$ cat src/rtl/aode_pkg.sv
// shared constants, codes and types of the aode pair class counter
`default_nettype none
package aode_pkg;

   localparam int MAX_ATTRS   = 8;
   localparam int MAX_CARD    = 8;
   localparam int MAX_CLASSES = 4;
   localparam int COUNT_BITS  = 32;

   localparam int VALUE_W  = 16;
   localparam int OUT_W    = 32;
   localparam int REQ_W    = 2;
   localparam int LABEL_IN_W = 3;
   localparam int ADDR_IN_W  = 15;
   localparam int STATUS_W = 2;

   localparam int ATTR_W  = $clog2(MAX_ATTRS);
   localparam int VAL_W   = $clog2(MAX_CARD);
   localparam int CLS_W   = $clog2(MAX_CLASSES);
   localparam int NATTR_W = $clog2(MAX_ATTRS + 1);

   localparam int PAIR_DEPTH = MAX_ATTRS * MAX_CARD * MAX_ATTRS * MAX_CARD * MAX_CLASSES;
   localparam int ATTR_DEPTH = MAX_ATTRS * MAX_CARD * MAX_CLASSES;
   localparam int ALL_DEPTH  = PAIR_DEPTH + ATTR_DEPTH + MAX_CLASSES;
   localparam int PAIR_AW    = $clog2(PAIR_DEPTH);
   // attribute counts and class totals share one memory
   localparam int ATTR_RAM_DEPTH = 2 * ATTR_DEPTH;
   localparam int ATTR_AW    = $clog2(ATTR_RAM_DEPTH);

   // configuration register map
   localparam int CSR_IDX_W  = 2;
   localparam int CSR_DATA_W = 24;
   localparam int NUM_ATTR_W = 4;
   localparam int NUM_CLS_W  = 3;
   localparam int CARD_W     = 24;
   localparam int CARD_FIELD_W = 3;

   typedef enum logic [CSR_IDX_W-1:0] {
      CSR_NUM_ATTRIBUTES = 2'd0,
      CSR_NUM_CLASSES    = 2'd1,
      CSR_CARD_TABLE     = 2'd2
   } csr_idx_type;

   typedef enum logic [REQ_W-1:0] {
      REQ_ADD   = 2'd0,
      REQ_READ  = 2'd1,
      REQ_CLEAR = 2'd2,
      REQ_NOP   = 2'd3
   } req_kind_type;

   typedef enum logic [STATUS_W-1:0] {
      ST_OK        = 2'd0,
      ST_BAD_LABEL = 2'd1,
      ST_BAD_ADDR  = 2'd2
   } status_type;

   typedef enum logic [2:0] {
      OP_ADD   = 3'd0,
      OP_READ  = 3'd1,
      OP_CLEAR = 3'd2,
      OP_NOP   = 3'd3,
      OP_DROP  = 3'd4
   } op_type;

   typedef struct packed {
      op_type                     op;
      logic [MAX_ATTRS*VAL_W-1:0] vals;
      logic [CLS_W-1:0]           label;
      logic [NATTR_W-1:0]         n;
      logic [ADDR_IN_W-1:0]       addr;
   } entry_type;

endpackage
`default_nettype wire

$ cat src/rtl/aode_fifo.sv
// two entry queue between front and back
`default_nettype none
module aode_fifo (
   input  wire logic                clock,
   input  wire logic                reset,
   input  wire logic                push,
   input  wire aode_pkg::entry_type push_entry,
   output logic                     full,
   input  wire logic                pop,
   output aode_pkg::entry_type      pop_entry,
   output logic                     empty
);
   aode_pkg::entry_type entry_ff [2];
   logic       wptr_ff, wptr_in;
   logic       rptr_ff, rptr_in;
   logic [1:0] cnt_ff, cnt_in;

   assign full      = (cnt_ff == 2'd2);
   assign empty     = (cnt_ff == 2'd0);
   assign pop_entry = entry_ff[rptr_ff];

   always_comb begin
      wptr_in = wptr_ff ^ push;
      rptr_in = rptr_ff ^ pop;
      cnt_in  = cnt_ff + {1'b0, push} - {1'b0, pop};
   end

   always_ff @(posedge clock) begin
      if (reset) begin
         wptr_ff <= 1'b0;
         rptr_ff <= 1'b0;
         cnt_ff  <= 2'd0;
      end else begin
         wptr_ff <= wptr_in;
         rptr_ff <= rptr_in;
         cnt_ff  <= cnt_in;
      end
      if (push) begin
         entry_ff[wptr_ff] <= push_entry;
      end
   end

   assert property (@(posedge clock) disable iff (reset) push |-> !full)
      else $error("push into full queue");
   assert property (@(posedge clock) disable iff (reset) pop |-> !empty)
      else $error("pop from empty queue");
   assert property (@(posedge clock) disable iff (reset) cnt_ff != 2'd3)
      else $error("queue count out of range");
endmodule
`default_nettype wire

$ cat config.mk
export PLATFORM = sky130hd
export DESIGN_NAME = aode_fifo
export DESIGN_NICKNAME = d
export VERILOG_FILES = /design/src/rtl/aode_pkg.sv /design/src/rtl/aode_fifo.sv
export SDC_FILE = /design/constraint.sdc
export NUM_CORES = 1
export LEC_CHECK = 0
export ABC_AREA = 1
export ABC_CLOCK_PERIOD_IN_PS = 4400
export BUFFER_PORTS_ARGS = -buffer_cell sky130_fd_sc_hd__buf_2
export CAP_MARGIN = 0
export CORE_MARGIN = 4
export CORE_UTILIZATION = 45
export CTS_CLUSTER_SIZE = 20
export DETAILED_ROUTE_END_ITERATION = 10
export MAX_ROUTING_LAYER = met4
export PLACE_DENSITY = 0.73
export SYNTH_ARGS = -nofsm -noshare
export SYNTH_HDL_FRONTEND = slang
export SYNTH_SLANG_ARGS = --single-unit
$ cat constraint.sdc
create_clock -name clock -period 4.4 [get_ports clock]
set_input_delay 0.22 -clock clock [delete_from_list [all_inputs] [get_ports clock]]
set_output_delay 0.22 -clock clock [all_outputs]
set_load 0.005 [all_outputs]
==> metrics.txt, run 1 <==
status=completed; switching share of power=21.1%; commonest cells in the netlist=96 x edfxtp_1, 38 x mux2_2, 10 x mux2_4, 7 x inv_1, 6 x nor2_1; H-tree lvl count=3; syn_nets=232; Slew Viols, Final=0; final hold vios=0; Clk pwr share=31.3%; CTS resizes=0; die width=98.9 µm; Crit. End Element=output port; Top Ports=102; Mapped Cells=176; worst vdd ir=0.278 mV; unrepaired setup endpoints after global routing=false; worst r2r src=wptr_ff$_SDFF_PP0_; Async SR Flop Fraction=0%; Routed Antenna Nets=0; synthesized flop and latch total=100; number of global-route vias before repair=1961; Pint=1.54 mW; # setup viols final=0; hold_ws=0.0537 ns; CTS Sinks=100; Worst-Margin Slew=0.635 ns; Initial DRC Count=43; CTS tree=built; Hold EP=entry_ff[0][39]$_DFFE_PP_; synthesis warning total=0; Slew headroom=57.6%; initial antenna violation count=0; Max Cap Viol=0; Port-buffer cells=101; CTS root buffer=clkbuf_8; Reg power frac=57.9%; Nets=342; routed vias/inst=4.76; Leak=1.75 nW; hold path start=push_entry[39]; first-pass GRT wire length=9.63 mm; Layout Utilization=57.6%; startpoint types=register; Cell Rows=32; kind of critical path=register to output port; skew final=0.00503 ns; GRT Total Usage=13.2%; power per cell area=429 nW/µm²; Worst Path Required=4.18 ns; Total Die Area=9780 µm²; fmax=448 MHz; share of layout cells above drive strength 1=58.6%; biggest area consumer among synthesized cells=edfxtp_1; fillers=622; worst reg2reg endpoint=entry_ff[0][13]$_DFFE_PP_; CORE AREA=7890 µm²; Layout area overhead=22.2%; Sw Pwr=0.411 mW; worst setup margin=2.17 ns; grt total ovfl=0; fin crit share=50.8%; n_diodes=0; cell with the most instances after synthesis=edfxtp_1; post-synthesis sequential area ratio=79.7%; GP Congestion=0.752; largest net degree at the start of global routing=49; R2R Setup Slk=2.97 ns; Die Y=98.9 µm; Setup TNS=0 ns; Synth cell types=14; WHS Path Cells=1; number of synthesized flops with an enable pin=96; post-cts hold buffer count=0; Yosys top cell area share=77.5%; Comb pwr share=10.9%; CTS Buf Count=9; Worst EP arrival=2.01 ns; DR pass1 iterations=4; Area contributors post-synth=edfxtp_1 78%, mux2_2 12%, mux2_4 4.0%, dfxtp_1 2.2%, ha_1 1.3%; Vias=1864; total chip power=1.95 mW; clock tree buffer depth=2; critical path peak fanout=29; worst hold-check path type=input pin to register; postcts setup bufs=0; Placement Setup Slack=2.49 ns; clock-pin transition on the worst setup and hold timing paths=0.09 ns; routed len/inst=15.4 µm; fin crit period=2.23 ns; Worst Reg2Reg Path Length in Cells=3; initial core utilization=47.1%; syn_area_per_cell=21.1 µm²; drt drc=0; Post-Route WL=6.05 mm; Synth Flop Type=edfxtp_1; Netlist Area Pre-Place=3720 µm²; worst skew pair latency=0.35 ns; DP HPWL=4.09 mm
[state kept, by name, indices dropped and copies added, names as in the netlist]
name	flops
cnt_ff	2
rptr_ff	1
wptr_ff	1
entry_ff	96
[worst max-delay path: stages (launching register included)]
cell	delay, ns
dfxtp_2	0.65
buf_4	0.48
mux2_2	0.39
buf_2	0.13
[layer usage]
metal / vias to the layer above / wire (µm) / global-route usage [%] / share of wire [%]
met5: - / 0 / - / 0
met4: 0 / 69 / 5.67 / 1.1
met3: 6 / 485 / 3.40 / 8.0
met2: 75 / 2800 / 20.1 / 46
met1: 887 / 2690 / 16.9 / 44
li1: 896 / - / - / -
[layout by cell type, fill, tap and decap left out, drive strengths merged]
master | netlist | layout
buf | 5 | 104
edfxtp | 96 | 96
mux2 | 48 | 48
clkbuf | 0 | 9
inv | 7 | 8
nor2 | 6 | 6
dfxtp | 4 | 4
ha | 4 | 4
nand2 | 3 | 3
clkinvlp | 0 | 2
bufinv | 0 | 2
xnor2 | 1 | 1
a21oi | 1 | 1
nand3 | 1 | 1
clkinv | 0 | 1
[through the flow]
stage | std cells | area (µm²)
2_1_floorplan | 176 | 3720
4_1_cts | 392 | 4540
6_report | 392 | 4540
3_5_place_dp | 377 | 4330
3_3_place_gp | 377 | 4330
5_1_grt | 392 | 4540
[kinds of logic (layout without fill, tap and decap cells)]
group / count (synthesis) / in the layout / share of synthesized area (%)
AO/OA/AOI/OAI: 1 / 1 / 0.134
buffers and inverters: 12 / 126 / 2.02
AND/OR/NAND/NOR: 10 / 10 / 1.04
adder cells (fa/ha/maj): 4 / 4 / 1.35
multiplexers: 48 / 48 / 15.5
flip-flops: 100 / 100 / 79.7
XOR/XNOR: 1 / 1 / 0.236
[power groups by stage]
| stage | Combinational, mW | Sequential, mW | Clock (mW) |
|---|---|---|---|
| after CTS | 0.218 | 1.13 | 0.628 |
| after global placement | 0.212 | 1.15 | 0 |
| after floorplan | 0.128 | 1.14 | 0 |
| final | 0.212 | 1.13 | 0.610 |
| after global routing | 0.238 | 1.14 | 0.672 |
| after detailed placement | 0.217 | 1.15 | 0 |
[worst max path at each step]
stage | start | to | slack, ns | cells past startpoint
final | rptr_ff$_SDFF_PP0_ | pop_entry[12] | 2.17 | 3
after CTS | rptr_ff$_SDFF_PP0_ | pop_entry[11] | 2.08 | 3
after floorplan | wptr_ff$_SDFF_PP0_ | entry_ff[0][0]$_DFFE_PP_ | 2.46 | 2
after global routing | rptr_ff$_SDFF_PP0_ | pop_entry[11] | 2.02 | 3
after detailed placement | rptr_ff$_SDFF_PP0_ | pop_entry[15] | 2.49 | 3
after global placement | rptr_ff$_SDFF_PP0_ | pop_entry[15] | 2.51 | 3
[layout make-up]
cell class / instances / area (µm²) / share of cell area, %
Inverter: 7 / 26.3 / 0.578
Sequential cell: 100 / 2960 / 65.2
Tap cell: 102 / 128 / 2.81
Clock buffer: 9 / 124 / 2.73
Multi-Input combinational cell: 64 / 686 / 15.1
Clock inverter: 6 / 88.8 / 1.95
Timing Repair Buffer: 104 / 528 / 11.6
Note: power is estimated with default switching activity, not from simulation.
==> run 2, diff against run 1 <==
ABC_CLOCK_PERIOD_IN_PS = 2050   (was 4400)
PLACE_DENSITY = 0.76   (was 0.73)
clock period = 2.05 ns   (was 4.4 ns; I/O delays follow)
==> metrics.txt, run 2 (synthesis results as in run 1) <==
status=completed; Post-Route WL=6.56 mm (+8.6%); worst hold-check path type=input pin to register; Initial DRC Count=86 (+100%); hold path start=pop; worst r2r src=cnt_ff[0]$_SDFF_PP0_; Worst-Margin Slew=0.462 ns (-0.173 ns); Die Y=98.9 µm (unchanged); Placement Setup Slack=0.709 ns (-1.78 ns); fin crit period=1.72 ns; startpoint types=register; Port-buffer cells=101 (unchanged); Worst EP arrival=1.62 ns (-0.39 ns); skew final=0.00731 ns (+0.00229 ns); DR pass1 iterations=4 (unchanged); Setup TNS=0 ns (unchanged); CTS Buf Count=9 (unchanged); power per cell area=807 nW/µm² (+88%); unrepaired setup endpoints after global routing=false; initial core utilization=47.1% (unchanged); Top Ports=102 (unchanged); worst setup margin=0.327 ns (-1.84 ns); Worst Reg2Reg Path Length in Cells=8 (+5); Max Cap Viol=0 (unchanged); routed vias/inst=4.63 (-2.7%); CORE AREA=7890 µm² (unchanged); Cells after DPL=380 (+0.80%); clock-pin transition on the worst setup and hold timing paths=0.09 ns (about the same); GRT Total Usage=14.5% (+1.3 points); fin crit share=84.0%; Slew Viols, Final=0 (unchanged); critical path peak fanout=30 (+3.4%); Total Die Area=9780 µm² (unchanged); postcts setup bufs=0 (unchanged); worst reg2reg endpoint=cnt_ff[1]$_SDFF_PP0_; clock tree buffer depth=2 (unchanged); Worst Path Required=1.95 ns (-2.23 ns); post-cts hold buffer count=49 (+49); GP Congestion=0.681 (-9.5%); Nets=394 (+15%); n_diodes=0 (unchanged); most frequent cells in the layout=101 x buf_2, 96 x edfxtp_1, 49 x dlygate4sd3_1; Slew headroom=69.2% (+12 points); Vias=2059 (+10%); Leak=1.94 nW (+11%); CTS tree=built; worst vdd ir=0.412 mV (+48%); largest net degree at the start of global routing=31 (-37%); die width=98.9 µm (unchanged); H-tree lvl count=3 (unchanged); first-pass GRT wire length=10.6 mm (+10%); initial antenna violation count=0 (unchanged); drt drc=0 (unchanged); share of layout cells above drive strength 1=50.4% (-8.2 points); non-filler instance count after layout=445 (+14%); Crit. End Element=output port; number of flip-flops in the largest register=96 (unchanged); fmax=581 MHz; WHS Path Cells=3 (+2); commonest non-fill, non-tap cell in the layout=buf_2; Layout area overhead=34.9%; kind of critical path=register to output port; CTS Sinks=100 (unchanged); grt total ovfl=0 (unchanged); worst skew pair latency=0.35 ns (about the same); number of global-route vias before repair=2256 (+15%); final hold vios=0 (unchanged); CTS resizes=0 (unchanged); R2R Setup Slk=0.74 ns (-2.23 ns); biggest regs=entry_ff (96), cnt_ff (2); largest reg by FF count=entry_ff; CTS root buffer=clkbuf_8; Cell Rows=32 (unchanged); Hold EP=rptr_ff$_SDFF_PP0_; critical path launch point=rptr_ff$_SDFF_PP0_; DP HPWL=4.16 mm (+1.8%); Routed Antenna Nets=0 (unchanged); # setup viols final=0 (unchanged); routed len/inst=14.7 µm (-4.4%)
## run 2: area by class of cell
class / instances / area (µm²)
fill: 567 / 2870
multi-input combinational: 64 / 686
timing repair buffer: 156 / 1040
tap: 102 / 128
clock buffer: 9 / 124
clock inverter: 7 / 48.8
sequential: 100 / 2960
inverter: 7 / 26.3
## run 2: power by group
| group | internal [mW] | switching (mW) | leakage [nW] |
|---|---|---|---|
| combinational | 0.310 | 0.240 | 0.931 |
| clock | 0.443 | 0.649 | 0.0797 |
| sequential | 2.38 | 0.0309 | 0.935 |
| total | 3.13 | 0.919 | 1.94 |
## run 2: how the worst max path moves through the flow
stage	end	slack (ns)	cells past startpoint
CTS	pop_entry[16]	0.29	3
finish	pop_entry[16]	0.33	3
detailed placement	pop_entry[16]	0.71	3
global placement	pop_entry[38]	0.72	3
floorplan	entry_ff[0][0]$_DFFE_PP_	0.11	2
global route	pop_entry[1]	0.23	3
## run 2: through the flow
stage | hold WS (ns) | area, µm² | utilization (%) | power, mW
6_report | 0.0253 | 5020 | 63.6 | 4.05
3_5_place_dp | 0.294 | 4350 | 55.2 | 2.94
5_1_grt | 0.0484 | 5020 | 63.6 | 4.25
3_3_place_gp | 0.290 | 4350 | 55.2 | 2.93
4_1_cts | 0.00632 | 5020 | 63.6 | 4.10
2_1_floorplan | 0.174 | 3720 | - | 2.73
## run 2: layer usage
layer  track usage [%]  up-vias  routed length, µm  part of all wire (%)
met2              24.0       70               3330                    51
met3              2.97        7                341                   5.2
met5                 -        -                  0                     0
li1                  -     1000                  -                     -
met1              17.0      982               2810                    43
met4              6.72        0                 85                   1.3
## run 2: critical path, cell delays in order, from the launching register on
cell and delay [ns]:
dfxtp_2 0.33, buf_4 0.40, mux2_2 0.40, buf_2 0.13
