[config.mk]
export PLATFORM = sky130hd
export DESIGN_NAME = aode_front_flat
export DESIGN_NICKNAME = d
export VERILOG_FILES = /design/src/rtl/aode_pkg.sv /design/src/rtl/aode_if.sv /design/src/rtl/aode_front.sv /design/src/flat_wrapper.sv
export SDC_FILE = /design/constraint.sdc
export NUM_CORES = 1
export LEC_CHECK = 0
export BUFFER_PORTS_ARGS = -buffer_cell sky130_fd_sc_hd__buf_2
export CAP_MARGIN = 15
export CORE_AREA = 2 2 89 91
export DETAILED_ROUTE_END_ITERATION = 7
export DIE_AREA = 0 0 91 93
export PLACE_DENSITY = 0.82
export REMOVE_ABC_BUFFERS = 1
export SYNTH_ARGS = -nofsm -noshare
export SYNTH_HDL_FRONTEND = slang
export SYNTH_SLANG_ARGS = --single-unit
[constraint.sdc]
create_clock -name clock -period 2.9 [get_ports clock]
set_input_delay 0.29 -clock clock [delete_from_list [all_inputs] [get_ports clock]]
set_output_delay 0.29 -clock clock [all_outputs]
set_load 0.1 [all_outputs]
[src/rtl/aode_pkg.sv]
// shared constants, codes and types of the aode pair class counter
`default_nettype none
package aode_pkg;

   localparam int MAX_ATTRS   = 8;
   localparam int MAX_CARD    = 8;
   localparam int MAX_CLASSES = 4;
   localparam int COUNT_BITS  = 32;

   localparam int VALUE_W  = 16;
   localparam int OUT_W    = 32;
   localparam int REQ_W    = 2;
   localparam int LABEL_IN_W = 3;
   localparam int ADDR_IN_W  = 15;
   localparam int STATUS_W = 2;

   localparam int ATTR_W  = $clog2(MAX_ATTRS);
   localparam int VAL_W   = $clog2(MAX_CARD);
   localparam int CLS_W   = $clog2(MAX_CLASSES);
   localparam int NATTR_W = $clog2(MAX_ATTRS + 1);

   localparam int PAIR_DEPTH = MAX_ATTRS * MAX_CARD * MAX_ATTRS * MAX_CARD * MAX_CLASSES;
   localparam int ATTR_DEPTH = MAX_ATTRS * MAX_CARD * MAX_CLASSES;
   localparam int ALL_DEPTH  = PAIR_DEPTH + ATTR_DEPTH + MAX_CLASSES;
   localparam int PAIR_AW    = $clog2(PAIR_DEPTH);
   // attribute counts and class totals share one memory
   localparam int ATTR_RAM_DEPTH = 2 * ATTR_DEPTH;
   localparam int ATTR_AW    = $clog2(ATTR_RAM_DEPTH);

   // configuration register map
   localparam int CSR_IDX_W  = 2;
   localparam int CSR_DATA_W = 24;
   localparam int NUM_ATTR_W = 4;
   localparam int NUM_CLS_W  = 3;
   localparam int CARD_W     = 24;
   localparam int CARD_FIELD_W = 3;

   typedef enum logic [CSR_IDX_W-1:0] {
      CSR_NUM_ATTRIBUTES = 2'd0,
      CSR_NUM_CLASSES    = 2'd1,
      CSR_CARD_TABLE     = 2'd2
   } csr_idx_type;

   typedef enum logic [REQ_W-1:0] {
      REQ_ADD   = 2'd0,
      REQ_READ  = 2'd1,
      REQ_CLEAR = 2'd2,
      REQ_NOP   = 2'd3
   } req_kind_type;

   typedef enum logic [STATUS_W-1:0] {
      ST_OK        = 2'd0,
      ST_BAD_LABEL = 2'd1,
      ST_BAD_ADDR  = 2'd2
   } status_type;

   typedef enum logic [2:0] {
      OP_ADD   = 3'd0,
      OP_READ  = 3'd1,
      OP_CLEAR = 3'd2,
      OP_NOP   = 3'd3,
      OP_DROP  = 3'd4
   } op_type;

   typedef struct packed {
      op_type                     op;
      logic [MAX_ATTRS*VAL_W-1:0] vals;
      logic [CLS_W-1:0]           label;
      logic [NATTR_W-1:0]         n;
      logic [ADDR_IN_W-1:0]       addr;
   } entry_type;

endpackage
`default_nettype wire

[src/rtl/aode_if.sv]
// request, response and register write channel interfaces
`default_nettype none
interface aode_req_if;
   logic                              valid;
   logic                              ready;
   logic [aode_pkg::REQ_W-1:0]        req_type;
   logic signed [aode_pkg::VALUE_W-1:0] value_0;
   logic signed [aode_pkg::VALUE_W-1:0] value_1;
   logic signed [aode_pkg::VALUE_W-1:0] value_2;
   logic signed [aode_pkg::VALUE_W-1:0] value_3;
   logic signed [aode_pkg::VALUE_W-1:0] value_4;
   logic signed [aode_pkg::VALUE_W-1:0] value_5;
   logic signed [aode_pkg::VALUE_W-1:0] value_6;
   logic signed [aode_pkg::VALUE_W-1:0] value_7;
   logic [aode_pkg::LABEL_IN_W-1:0]   sample_class;
   logic [aode_pkg::ADDR_IN_W-1:0]    read_addr;
   modport source (output valid, req_type, value_0, value_1, value_2, value_3, value_4,
                   value_5, value_6, value_7, sample_class, read_addr, input ready);
   modport sink (input valid, req_type, value_0, value_1, value_2, value_3, value_4,
                 value_5, value_6, value_7, sample_class, read_addr, output ready);
endinterface


interface aode_csr_if;
   logic                             valid;
   logic                             ready;
   logic [aode_pkg::CSR_IDX_W-1:0]   index;
   logic [aode_pkg::CSR_DATA_W-1:0]  data;
   modport source (output valid, index, data, input ready);
   modport sink (input valid, index, data, output ready);
endinterface
`default_nettype wire

[src/rtl/aode_front.sv]
// register file, request classification and value clamping
`default_nettype none
module aode_front (
   input  wire logic            clock,
   input  wire logic            reset,
   aode_req_if.sink             req,
   aode_csr_if.sink             csr,
   input  wire logic            fifo_full,
   input  wire logic            init_busy,
   output logic                 push,
   output aode_pkg::entry_type  push_entry
);
   logic [aode_pkg::NUM_ATTR_W-1:0] num_attr_ff;
   logic [aode_pkg::NUM_CLS_W-1:0]  num_cls_ff;
   logic [aode_pkg::CARD_W-1:0]     card_ff;
   logic signed [aode_pkg::VALUE_W-1:0] raw [aode_pkg::MAX_ATTRS];
   logic [aode_pkg::CARD_FIELD_W-1:0]   field;
   logic [aode_pkg::MAX_ATTRS*aode_pkg::VAL_W-1:0] vals;
   logic [aode_pkg::NATTR_W-1:0] n_use;
   logic label_bad;

   assign csr.ready = 1'b1;
   assign req.ready = !fifo_full && !init_busy;
   assign push      = req.valid && req.ready;

   assign raw[0] = req.value_0;
   assign raw[1] = req.value_1;
   assign raw[2] = req.value_2;
   assign raw[3] = req.value_3;
   assign raw[4] = req.value_4;
   assign raw[5] = req.value_5;
   assign raw[6] = req.value_6;
   assign raw[7] = req.value_7;

   always_ff @(posedge clock) begin
      if (reset) begin
         num_attr_ff <= aode_pkg::NUM_ATTR_W'(8);
         num_cls_ff  <= aode_pkg::NUM_CLS_W'(4);
         card_ff     <= '1;
      end else if (csr.valid && csr.ready) begin
         case (csr.index)
            aode_pkg::CSR_NUM_ATTRIBUTES: num_attr_ff <= csr.data[aode_pkg::NUM_ATTR_W-1:0];
            aode_pkg::CSR_NUM_CLASSES:    num_cls_ff  <= csr.data[aode_pkg::NUM_CLS_W-1:0];
            aode_pkg::CSR_CARD_TABLE:     card_ff     <= csr.data[aode_pkg::CARD_W-1:0];
            default: ;
         endcase
      end
   end

   // clamp each value to 0..cardinality-1
   always_comb begin
      vals  = '0;
      field = '0;
      for (int a = 0; a < aode_pkg::MAX_ATTRS; a++) begin
         field = card_ff[a*aode_pkg::CARD_FIELD_W +: aode_pkg::CARD_FIELD_W];
         if (raw[a][aode_pkg::VALUE_W-1]) begin
            vals[a*aode_pkg::VAL_W +: aode_pkg::VAL_W] = '0;
         end else if (raw[a][aode_pkg::VALUE_W-2:0] > (aode_pkg::VALUE_W-1)'(field)) begin
            vals[a*aode_pkg::VAL_W +: aode_pkg::VAL_W] = aode_pkg::VAL_W'(field);
         end else begin
            vals[a*aode_pkg::VAL_W +: aode_pkg::VAL_W] = raw[a][aode_pkg::VAL_W-1:0];
         end
      end
   end

   assign n_use = (num_attr_ff > aode_pkg::NUM_ATTR_W'(aode_pkg::MAX_ATTRS))
                  ? aode_pkg::NATTR_W'(aode_pkg::MAX_ATTRS)
                  : aode_pkg::NATTR_W'(num_attr_ff);
   assign label_bad = (req.sample_class >= num_cls_ff) ||
                      (req.sample_class >= aode_pkg::LABEL_IN_W'(aode_pkg::MAX_CLASSES));

   always_comb begin
      push_entry.vals  = vals;
      push_entry.label = req.sample_class[aode_pkg::CLS_W-1:0];
      push_entry.n     = n_use;
      push_entry.addr  = req.read_addr;
      unique case (req.req_type)
         aode_pkg::REQ_ADD:   push_entry.op = label_bad ? aode_pkg::OP_DROP : aode_pkg::OP_ADD;
         aode_pkg::REQ_READ:  push_entry.op = aode_pkg::OP_READ;
         aode_pkg::REQ_CLEAR: push_entry.op = aode_pkg::OP_CLEAR;
         default:             push_entry.op = aode_pkg::OP_NOP;
      endcase
   end
endmodule
`default_nettype wire

[src/flat_wrapper.sv]
// flat-port wrapper written by rule: the top's interface ports become plain ports
module aode_front_flat 
  (clock, reset, fifo_full, init_busy, push, push_entry, req_valid, req_req_type, req_value_0, req_value_1, req_value_2, req_value_3, req_value_4, req_value_5, req_value_6, req_value_7, req_sample_class, req_read_addr, req_ready, csr_valid, csr_index, csr_data, csr_ready);
  aode_req_if req_i ();
  aode_csr_if csr_i ();
  input  wire logic clock;
  input  wire logic reset;
  input  wire logic fifo_full;
  input  wire logic init_busy;
  output logic push;
  output aode_pkg::entry_type push_entry;
  input wire logic [$bits(req_i.valid)-1:0] req_valid;
  input wire logic [$bits(req_i.req_type)-1:0] req_req_type;
  input wire logic [$bits(req_i.value_0)-1:0] req_value_0;
  input wire logic [$bits(req_i.value_1)-1:0] req_value_1;
  input wire logic [$bits(req_i.value_2)-1:0] req_value_2;
  input wire logic [$bits(req_i.value_3)-1:0] req_value_3;
  input wire logic [$bits(req_i.value_4)-1:0] req_value_4;
  input wire logic [$bits(req_i.value_5)-1:0] req_value_5;
  input wire logic [$bits(req_i.value_6)-1:0] req_value_6;
  input wire logic [$bits(req_i.value_7)-1:0] req_value_7;
  input wire logic [$bits(req_i.sample_class)-1:0] req_sample_class;
  input wire logic [$bits(req_i.read_addr)-1:0] req_read_addr;
  output wire logic [$bits(req_i.ready)-1:0] req_ready;
  input wire logic [$bits(csr_i.valid)-1:0] csr_valid;
  input wire logic [$bits(csr_i.index)-1:0] csr_index;
  input wire logic [$bits(csr_i.data)-1:0] csr_data;
  output wire logic [$bits(csr_i.ready)-1:0] csr_ready;
  assign req_i.valid = req_valid;
  assign req_i.req_type = req_req_type;
  assign req_i.value_0 = req_value_0;
  assign req_i.value_1 = req_value_1;
  assign req_i.value_2 = req_value_2;
  assign req_i.value_3 = req_value_3;
  assign req_i.value_4 = req_value_4;
  assign req_i.value_5 = req_value_5;
  assign req_i.value_6 = req_value_6;
  assign req_i.value_7 = req_value_7;
  assign req_i.sample_class = req_sample_class;
  assign req_i.read_addr = req_read_addr;
  assign req_ready = req_i.ready;
  assign csr_i.valid = csr_valid;
  assign csr_i.index = csr_index;
  assign csr_i.data = csr_data;
  assign csr_ready = csr_i.ready;
  aode_front u_core (.clock(clock), .reset(reset), .req(req_i), .csr(csr_i), .fifo_full(fifo_full), .init_busy(init_busy), .push(push), .push_entry(push_entry));
endmodule
==> run_results.csv, run 1 <==
group,metric,value,unit
run_status,status,"completed",
global_routing,grt_first_pass_wirelength,12.8,mm
flow_run,maxCapViolations,0,
setup_path,arrival,2.52,ns
setup_path,worstSetupPathType,"reg2out",
setup_path,crit_path_top_delay_cell,"buf_2",
clocking,clk_latency,0.28,ns
yosys,async_flop_share,0,
final_layout,post-route-util,0.496,
yosys,ys_ff_latch,31,
place,dp_cells,610,
clocking,post_cts_buffers,0,
power,switchingPower,0.556,mW
drt,dr_total_vias,2995,
yosys,syn_area,2720,um^2
global_routing,grt_max_degree,32,
setup_path,cp-start-kind,"flip-flop",
drt,wl_per_cell,13.6,um
yosys,synthTopCellsByArea,"dfxtp_1 23%, ha_1 12%, nand2b_1 12%",
yosys,synth_most_common_cell,"nand2b_1",
yosys,synth_top_cells_by_count,"50 x nand2b_1, 35 x inv_1, 31 x dfxtp_1",
yosys,yosysTopAreaCellShare,0.228,
yosys,synth.largest_area_cell,"dfxtp_1",
clocking,cts.sinks,31,
min_path,hp-start,"csr_data[16]",
floorplanning,coreArea,7530,um^2
yosys,yosysUniqueCellTypes,24,
place,dp_slack,0.367,ns
yosys,ys.warnings.count,0,
sta,finalSetupViolations,0,
clocking,holdBufCountCts,0,
setup_path,path_cells,"inv_1 -> ha_1 -> a211oi_1 -> o2111ai_1 -> mux2i_1 -> buf_2",
floorplanning,rows,32,
power,max-vdd-ir-drop,0.219,mV
yosys,syn-instance-count,335,
place,placed_area,3650,um^2
drt,dr.first_iter.drc_count,51,
final_layout,drive_gt1_frac,0.405,
place,place.gp.congestion,0.818,
power,p_per_area,364,nW/um^2
place,hpwl,7.10,mm
sta,hold_viol_final,0,
yosys,postSynthAreaPerCell,8.12,um^2
setup_path,max_stage_delay,0.45,ns
power,p_clk_frac,0.245,
min_path,min_path_type,"in2reg",
final_layout,final_nets,722,
clocking,cts_resized,0,
drt,viasPerCell,4.85,
floorplanning,die_h,93,um
final_layout,instances_no_fill,618,
drt,wirelength,8.42,mm
setup_path,critical-path-top-delay-family,"compound AO/OA/AOI/OAI gates",
setup_path,cp.required,2.61,ns
global_routing,antenna_found_initial,0,
clocking,path_clk_slew,0.07,ns
drt,drc,0,
setup_path,worst_setup_path_end_kind,"output port",
sta,min_period,2.81,ns
setup_path,crit_buf_inv,2,
yosys,synthFlopType,"dfxtp_1",
clocking,cts_buffers,5,
power,switching_share,0.410,
sta,setup_slack,0.0885,ns
global_routing,grt_pass1_vias,2878,
clocking,htree_levels,2,
sta,skew,0,ns
power,power_frac_seq,0.338,
setup_path,r2r-start,"u_core.num_attr_ff[3]",
clocking,cts-root-buf,"clkbuf_8",
clocking,clock_tree.buffer_depth,2,
setup_path,crit_fanout,3,
sta,worst_pin_slew,0.593,ns
power,p_leak,2.18,nW
place,portBuffers,199,
setup_path,crit_path_start,"u_core.card_ff[4]",
yosys,ys_seq_area_frac,0.228,
global_routing,grt_usage,0.188,
floorplanning,start_util,0.361,
final_layout,syn_to_final_growth,37.3,%
power,internal_power,0.802,mW
sta,fin_crit_sh,0.969,
power,comb_power_share,0.417,
final_layout,stdcell_area,3730,um^2
drt,drtAntennaViolNets,0,
global_routing,grt.overflow.total,0,
drt,drtPass1Iterations,4,
clocking,cts_tree,"done",
sta,setup_tns,0,ns
sta,rsz0062_at_grt,"false",
sta,slew_headroom,0.605,
floorplanning,io_pins,231,
final_layout,diodes,0,
floorplanning,die_area,8460,um^2
yosys,synth_edf_count,0,
sta,fmax,356,MHz
floorplanning,die_x,91,um
sta,drv_slew,0,
## through the flow
step                      total power [mW]  hold WS, ns
after floorplan                      0.820        0.362
after global placement                1.02        0.472
after detailed placement              1.03        0.481
after CTS                             1.38        0.195
after global routing                  1.44        0.188
final                                 1.36        0.204
## state kept, by name (all words and copies together), names as in the netlist
name / flops
u_core.num_cls_ff: 3
u_core.card_ff: 24
u_core.num_attr_ff: 4
## routing by layer
layer  up-vias  routed length, um  track usage  share of wire
li1       1518                  -            -              -
met1      1329               3090        0.185           0.37
met2       133               4130        0.338           0.49
met3        13               1020        0.107           0.12
met4         2                 98       0.0366          0.012
met5         -                 77       0.0705         0.0091
## logic make-up (layout without fill, tap and decap cells)
group / count (synthesis) / count (layout) / share of synthesized area
adder cells (fa/ha/maj): 27 / 27 / 0.124
multiplexers: 29 / 29 / 0.107
flip-flops: 31 / 31 / 0.228
AND/OR/NAND/NOR: 139 / 139 / 0.288
AO/OA/AOI/OAI: 44 / 44 / 0.125
other: 1 / 1 / 0.00138
buffers and inverters: 64 / 245 / 0.127
## power groups by stage
stage,logic [mW],registers [mW],clock network (mW)
2_1_floorplan,0.349,0.471,0
3_3_place_gp,0.553,0.468,0
3_5_place_dp,0.566,0.469,0
4_1_cts,0.568,0.459,0.350
5_1_grt,0.610,0.461,0.370
6_report,0.566,0.460,0.333
## worst paths after layout
path / endpoint / slack (ns) / cells past startpoint
max: push_entry[26] / 0.09 / 6
min: u_core.card_ff[16] / 0.20 / 2
max reg2reg: u_core.num_attr_ff[3] / 2.03 / 2
min reg2reg: u_core.num_attr_ff[0] / 0.49 / 2
## layout make-up
| class | instances | area (um^2) |
|---|---|---|
| Clock buffer | 7 | 76.3 |
| Clock inverter | 1 | 5.00 |
| Fill cell | 766 | 3790 |
| Inverter | 35 | 131 |
| Multi-Input combinational cell | 240 | 1750 |
| Sequential cell | 31 | 621 |
| Tap cell | 102 | 128 |
| Timing Repair Buffer | 202 | 1020 |
## cells in the final DEF, fill, tap and decap left out, types with 2 or more instances in the layout
cell type,count
buf_2,199
nand2b_1,50
inv_1,35
dfxtp_1,31
mux2i_1,29
ha_1,27
nor4_1,24
nor2_1,22
nand2_1,17
a211o_1,17
nand3b_1,10
a211oi_1,9
o21ai_0,9
nand3_1,8
o2111ai_1,8
clkbuf_8,5
nor2b_1,4
buf_4,3
clkbuf_1,2
Power figures use the tool's default switching activity.
==> run 2: changes to the inputs <==
==> constraint.sdc (replaced) <==
create_clock -name clock -period 2.9 [get_ports clock]
set_input_delay 0.58 -clock clock [delete_from_list [all_inputs] [get_ports clock]]
set_output_delay 0.58 -clock clock [all_outputs]
set_load 0.1 [all_outputs]
==> run 2 against run 1 <==
Compared with the run above: sequential power is essentially flat; routed wire length shrank 1.2%; setup slack lost 0.027 ns; final area grew 11%; global-route usage grew 0.11 points; combinational power grew 15%; clock power grew 32%; via count grew 0.73%; worst hold slack gained 0.29 ns; sequential share of layout area shrank 1.6 points; core utilization grew 5.3 points; largest cell class unchanged; largest power group unchanged; highest routed layer unchanged.
==> run_results.csv, run 2 (synthesized netlist as in run 1, its figures left out) <==
group,metric,value,unit
setup_path,worst_setup_path_end_kind,"output port",
drt,dr_total_vias,3017,
setup_path,reg2reg_slack,2.05,ns
global_routing,grt_max_degree,32,
sta,hold_viol_final,0,
sta,min_period,2.84,ns
power,p_per_area,375,nW/um^2
floorplanning,die_x,91,um
setup_path,r2r-start,"u_core.num_attr_ff[3]",
clocking,holdBufCountCts,0,
drt,wl_per_cell,13.5,um
min_path,hp-start,"u_core.card_ff[18]",
setup_path,path_cells,"buf_2 -> ha_1 -> nand3_1 -> o21ai_0 -> o2111ai_1 -> mux2i_1 -> buf_12",
place,hpwl,7.26,mm
global_routing,grt_first_pass_wirelength,13.0,mm
final_layout,largest_reg_flops,24,
final_layout,layout_commonest_cell,"buf_2",
clocking,cts_resized,0,
final_layout,drive_gt1_frac,0.409,
setup_path,cp-start-kind,"input port",
drt,drtAntennaViolNets,0,
min_path,holdPathStages,2,
final_layout,syn_to_final_growth,51.9,%
sta,finalSetupViolations,0,
clocking,cts_buffers,5,
clocking,cts-root-buf,"clkbuf_8",
min_path,min_to,"u_core.card_ff[18]",
clocking,htree_levels,2,
setup_path,r2r-end,"u_core.num_attr_ff[3]",
floorplanning,rows,32,
drt,viasPerCell,4.88,
final_layout,diodes,0,
clocking,post_cts_buffers,0,
place,dp_slack,0.0438,ns
sta,whs,0.496,ns
global_routing,grt_usage,0.189,
place,place.gp.congestion,0.837,
floorplanning,start_util,0.361,
final_layout,top_regs,"u_core.card_ff (24), u_core.num_attr_ff (4), u_core.num_cls_ff (3)",
floorplanning,coreArea,7530,um^2
sta,setup_slack,0.0612,ns
place,portBuffers,199,
drt,drc,0,
power,p_leak,2.33,nW
clocking,cts.sinks,31,
setup_path,max_stage_delay,0.48,ns
power,max-vdd-ir-drop,0.238,mV
sta,fin_crit_sh,0.979,
min_path,min_path_type,"reg2reg",
sta,worst_pin_slew,0.560,ns
sta,drv_slew,0,
final_layout,final_nets,722,
setup_path,crit_path_top_delay_cell,"o2111ai_1",
setup_path,arrival,2.26,ns
clocking,path_clk_slew,0.06,ns
final_layout,regMostFlops,"u_core.card_ff",
clocking,clk_latency,0.27,ns
drt,dr.first_iter.drc_count,48,
global_routing,antenna_found_initial,0,
final_layout,final_cell_mix,"175 x buf_2, 50 x nand2b_1, 35 x inv_1",
clocking,cts_tree,"done",
run_status,status,"completed",
sta,fmax,352,MHz
power,p_total,1.55,mW
sta,slew_headroom,0.627,
final_layout,instances_no_fill,618,
drt,wirelength,8.32,mm
place,dp_cells,610,
flow_run,maxCapViolations,0,
floorplanning,die_area,8460,um^2
setup_path,r2r_cells,2,
setup_path,cp.required,2.32,ns
sta,rsz0062_at_grt,"false",
floorplanning,die_h,93,um
setup_path,worstSetupPathType,"in2out",
drt,drtPass1Iterations,4,
setup_path,crit_fanout,3,
floorplanning,io_pins,231,
clocking,clock_tree.buffer_depth,2,
global_routing,grt.overflow.total,0,
sta,skew,0,ns
global_routing,grt_pass1_vias,2992,
run 2: through the flow:
stage / TNS [ns] / utilization / area, um^2
floorplan: -17.62 / - / 2500
global placement: 0 / 0.533 / 4010
detailed placement: 0 / 0.533 / 4010
CTS: 0 / 0.549 / 4130
global route: 0 / 0.549 / 4130
finish: 0 / 0.549 / 4130
run 2: worst max path at each step:
| stage | cells after the start | end | startpoint |
|---|---|---|---|
| 3_3_place_gp | 5 | push_entry[25] | req_value_1[13] |
| 4_1_cts | 7 | push_entry[26] | req_value_1[1] |
| 2_1_floorplan | 6 | push_entry[47] | req_sample_class[0] |
| 3_5_place_dp | 7 | push_entry[26] | req_value_1[1] |
| 6_report | 7 | push_entry[26] | req_value_1[1] |
| 5_1_grt | 7 | push_entry[26] | req_value_1[1] |
run 2: worst max-delay path: cells and delay by family:
family	cells	cell delay [ns]
and+or+nand+nor	1	0.09
adders and majority gates	1	0.32
AOI/OAI and AO/OA	2	0.57
buffers and inverters	2	0.33
muxes	1	0.37
run 2: power by group:
group	internal, mW	leakage (nW)	switching, mW	total (mW)
sequential	0.447	0.254	0.0131	0.460
combinational	0.261	2.01	0.389	0.650
clock	0.278	0.0612	0.161	0.439
total	0.985	2.33	0.564	1.55
run 2: routing by layer:
metal  track usage  part of all wire  up-vias
met4        0.0391             0.013        2
met3        0.0991              0.11       13
met5        0.0705            0.0087        -
met2         0.341              0.50      126
met1         0.189              0.37     1363
li1              -                 -     1513
run 2: cell type report:
class	count	area [um^2]
inverters	35	131
multi-input cells	240	1750
repair buffers	202	1380
clock buffers	6	82.6
flip-flops and latches	31	621
well taps	102	128
clock inverters	2	35.0
fillers	705	3400
==> run 3: changes to the inputs <==
--- a/config.mk
+++ b/config.mk
@@ -11,7 +11,6 @@
 export DETAILED_ROUTE_END_ITERATION = 7
 export DIE_AREA = 0 0 91 93
 export PLACE_DENSITY = 0.82
-export REMOVE_ABC_BUFFERS = 1
 export SYNTH_ARGS = -nofsm -noshare
 export SYNTH_HDL_FRONTEND = slang
 export SYNTH_SLANG_ARGS = --single-unit
==> run 3 against run 2 <==
Compared with the run above: global-route usage down 0.96 points; routed wire length down 5.4%; register-to-register slack worse by 0.02 ns; sequential power about the same; count of clock-buffer cells in the layout unchanged; total power about the same; combinational power about the same.
==> run_results.csv, run 3 (synthesized netlist as in run 1, its figures left out) <==
group,metric,value,unit
clocking,cts-root-buf,"clkbuf_8",
global_routing,grt_max_degree,32,
place,placed_area,4020,um^2
flow_run,maxCapViolations,0,
clocking,cts.sinks,31,
yosys,syn_nets,542,
final_layout,regMostFlops,"u_core.card_ff",
floorplanning,coreArea,7530,um^2
floorplanning,io_pins,231,
global_routing,antenna_found_initial,0,
floorplanning,die_h,93,um
sta,drv_slew,0,
floorplanning,rows,32,
sta,min_period,2.77,ns
setup_path,cp.required,2.32,ns
min_path,holdPathStages,2,
final_layout,stdcell_area,4140,um^2
setup_path,crit_fanout,3,
place,portBuffers,199,
clocking,htree_levels,2,
sta,skew,0,ns
drt,drtPass1Iterations,4,
sta,rsz0062_at_grt,"false",
clocking,post_cts_buffers,0,
final_layout,largest_reg_flops,24,
sta,worst_pin_slew,0.548,ns
setup_path,worstSetupPathType,"in2out",
place,place.gp.congestion,0.884,
clocking,path_clk_slew,0.07,ns
sta,hold_viol_final,0,
drt,viasPerCell,4.86,
place,hpwl,6.82,mm
floorplanning,die_area,8460,um^2
clocking,cts_tree,"done",
sta,slew_headroom,0.634,
setup_path,cp-start-kind,"input port",
global_routing,grt_pass1_vias,3089,
global_routing,grt_first_pass_wirelength,12.9,mm
drt,dr.first_iter.drc_count,59,
drt,dr_total_vias,3006,
final_layout,top_regs,"u_core.card_ff (24), u_core.num_attr_ff (4), u_core.num_cls_ff (3)",
drt,wl_per_cell,12.7,um
clocking,cts_resized,0,
drt,wirelength,7.87,mm
clocking,clk_latency,0.27,ns
clocking,cts_buffers,5,
power,max-vdd-ir-drop,0.224,mV
final_layout,final_nets,722,
floorplanning,die_x,91,um
final_layout,diodes,0,
setup_path,reg2reg_slack,2.03,ns
drt,drc,0,
power,p_leak,2.33,nW
sta,setup_tns,0,ns
setup_path,arrival,2.19,ns
clocking,clock_tree.buffer_depth,2,
drt,drtAntennaViolNets,0,
sta,fmax,361,MHz
final_layout,post-route-util,0.550,
floorplanning,start_util,0.361,
run_status,status,"completed",
setup_path,r2r_cells,2,
final_layout,layout_commonest_cell,"buf_2",
final_layout,drive_gt1_frac,0.413,
power,p_per_area,374,nW/um^2
setup_path,worst_setup_path_end_kind,"output port",
final_layout,final_cell_mix,"175 x buf_2, 50 x nand2b_1, 35 x inv_1",
global_routing,grt.overflow.total,0,
final_layout,syn_to_final_growth,52.1,%
clocking,holdBufCountCts,0,
global_routing,grt_usage,0.179,
sta,finalSetupViolations,0,
min_path,min_path_type,"in2reg",
sta,fin_crit_sh,0.956,
run 3: cell types whose count changed in the layout (fill, tap and decap cells not counted):
cell and change:
nor3_2 +1, nor2_1 -1, nor3_1 -1, nor2_2 +1
run 3: area by class of cell:
type	instances	area, um^2
fillers	703	3390
clock inverters	2	35.0
inverters	35	131
repair buffers	202	1380
clock buffers	6	82.6
flip-flops and latches	31	621
well taps	102	128
multi-input cells	240	1760
run 3: per-stage QoR:
stage / worst slack, ns / instances / power [mW] / hold slack, ns
after floorplan: -0.683 / 335 / 0.955 / 0.452
after global placement: 0.201 / 610 / 1.11 / 0.472
after detailed placement: 0.121 / 610 / 1.12 / 0.486
after CTS: 0.117 / 618 / 1.57 / 0.491
after global routing: 0.0284 / 618 / 1.63 / 0.497
final: 0.127 / 618 / 1.55 / 0.500
run 3: final timing paths:
path,from,endpoint
max,req_value_6[1],push_entry[41]
min,csr_data[14],u_core.card_ff[14]
max reg2reg,u_core.num_attr_ff[3],u_core.num_attr_ff[3]
min reg2reg,u_core.num_attr_ff[2],u_core.num_attr_ff[2]
run 3: report_power, final:
part	leakage [nW]	internal, mW	total [mW]	switching, mW
Combinational	2.01	0.260	0.652	0.392
Sequential	0.254	0.447	0.460	0.0135
Clock	0.0612	0.278	0.435	0.157
run 3: layer usage:
metal  up-vias  track usage  routed length [um]
li1       1519            -                   -
met1      1351        0.184                2900
met2       106        0.356                4260
met3        30       0.0363                 477
met4         0       0.0657                 227
met5         -            0                   0
run 3: critical path, stage by stage:
cell	delay [ns]
buf_2	0.11
ha_1	0.31
nand3_1	0.10
o21ai_0	0.09
o2111ai_1	0.41
mux2i_1	0.37
buf_12	0.22
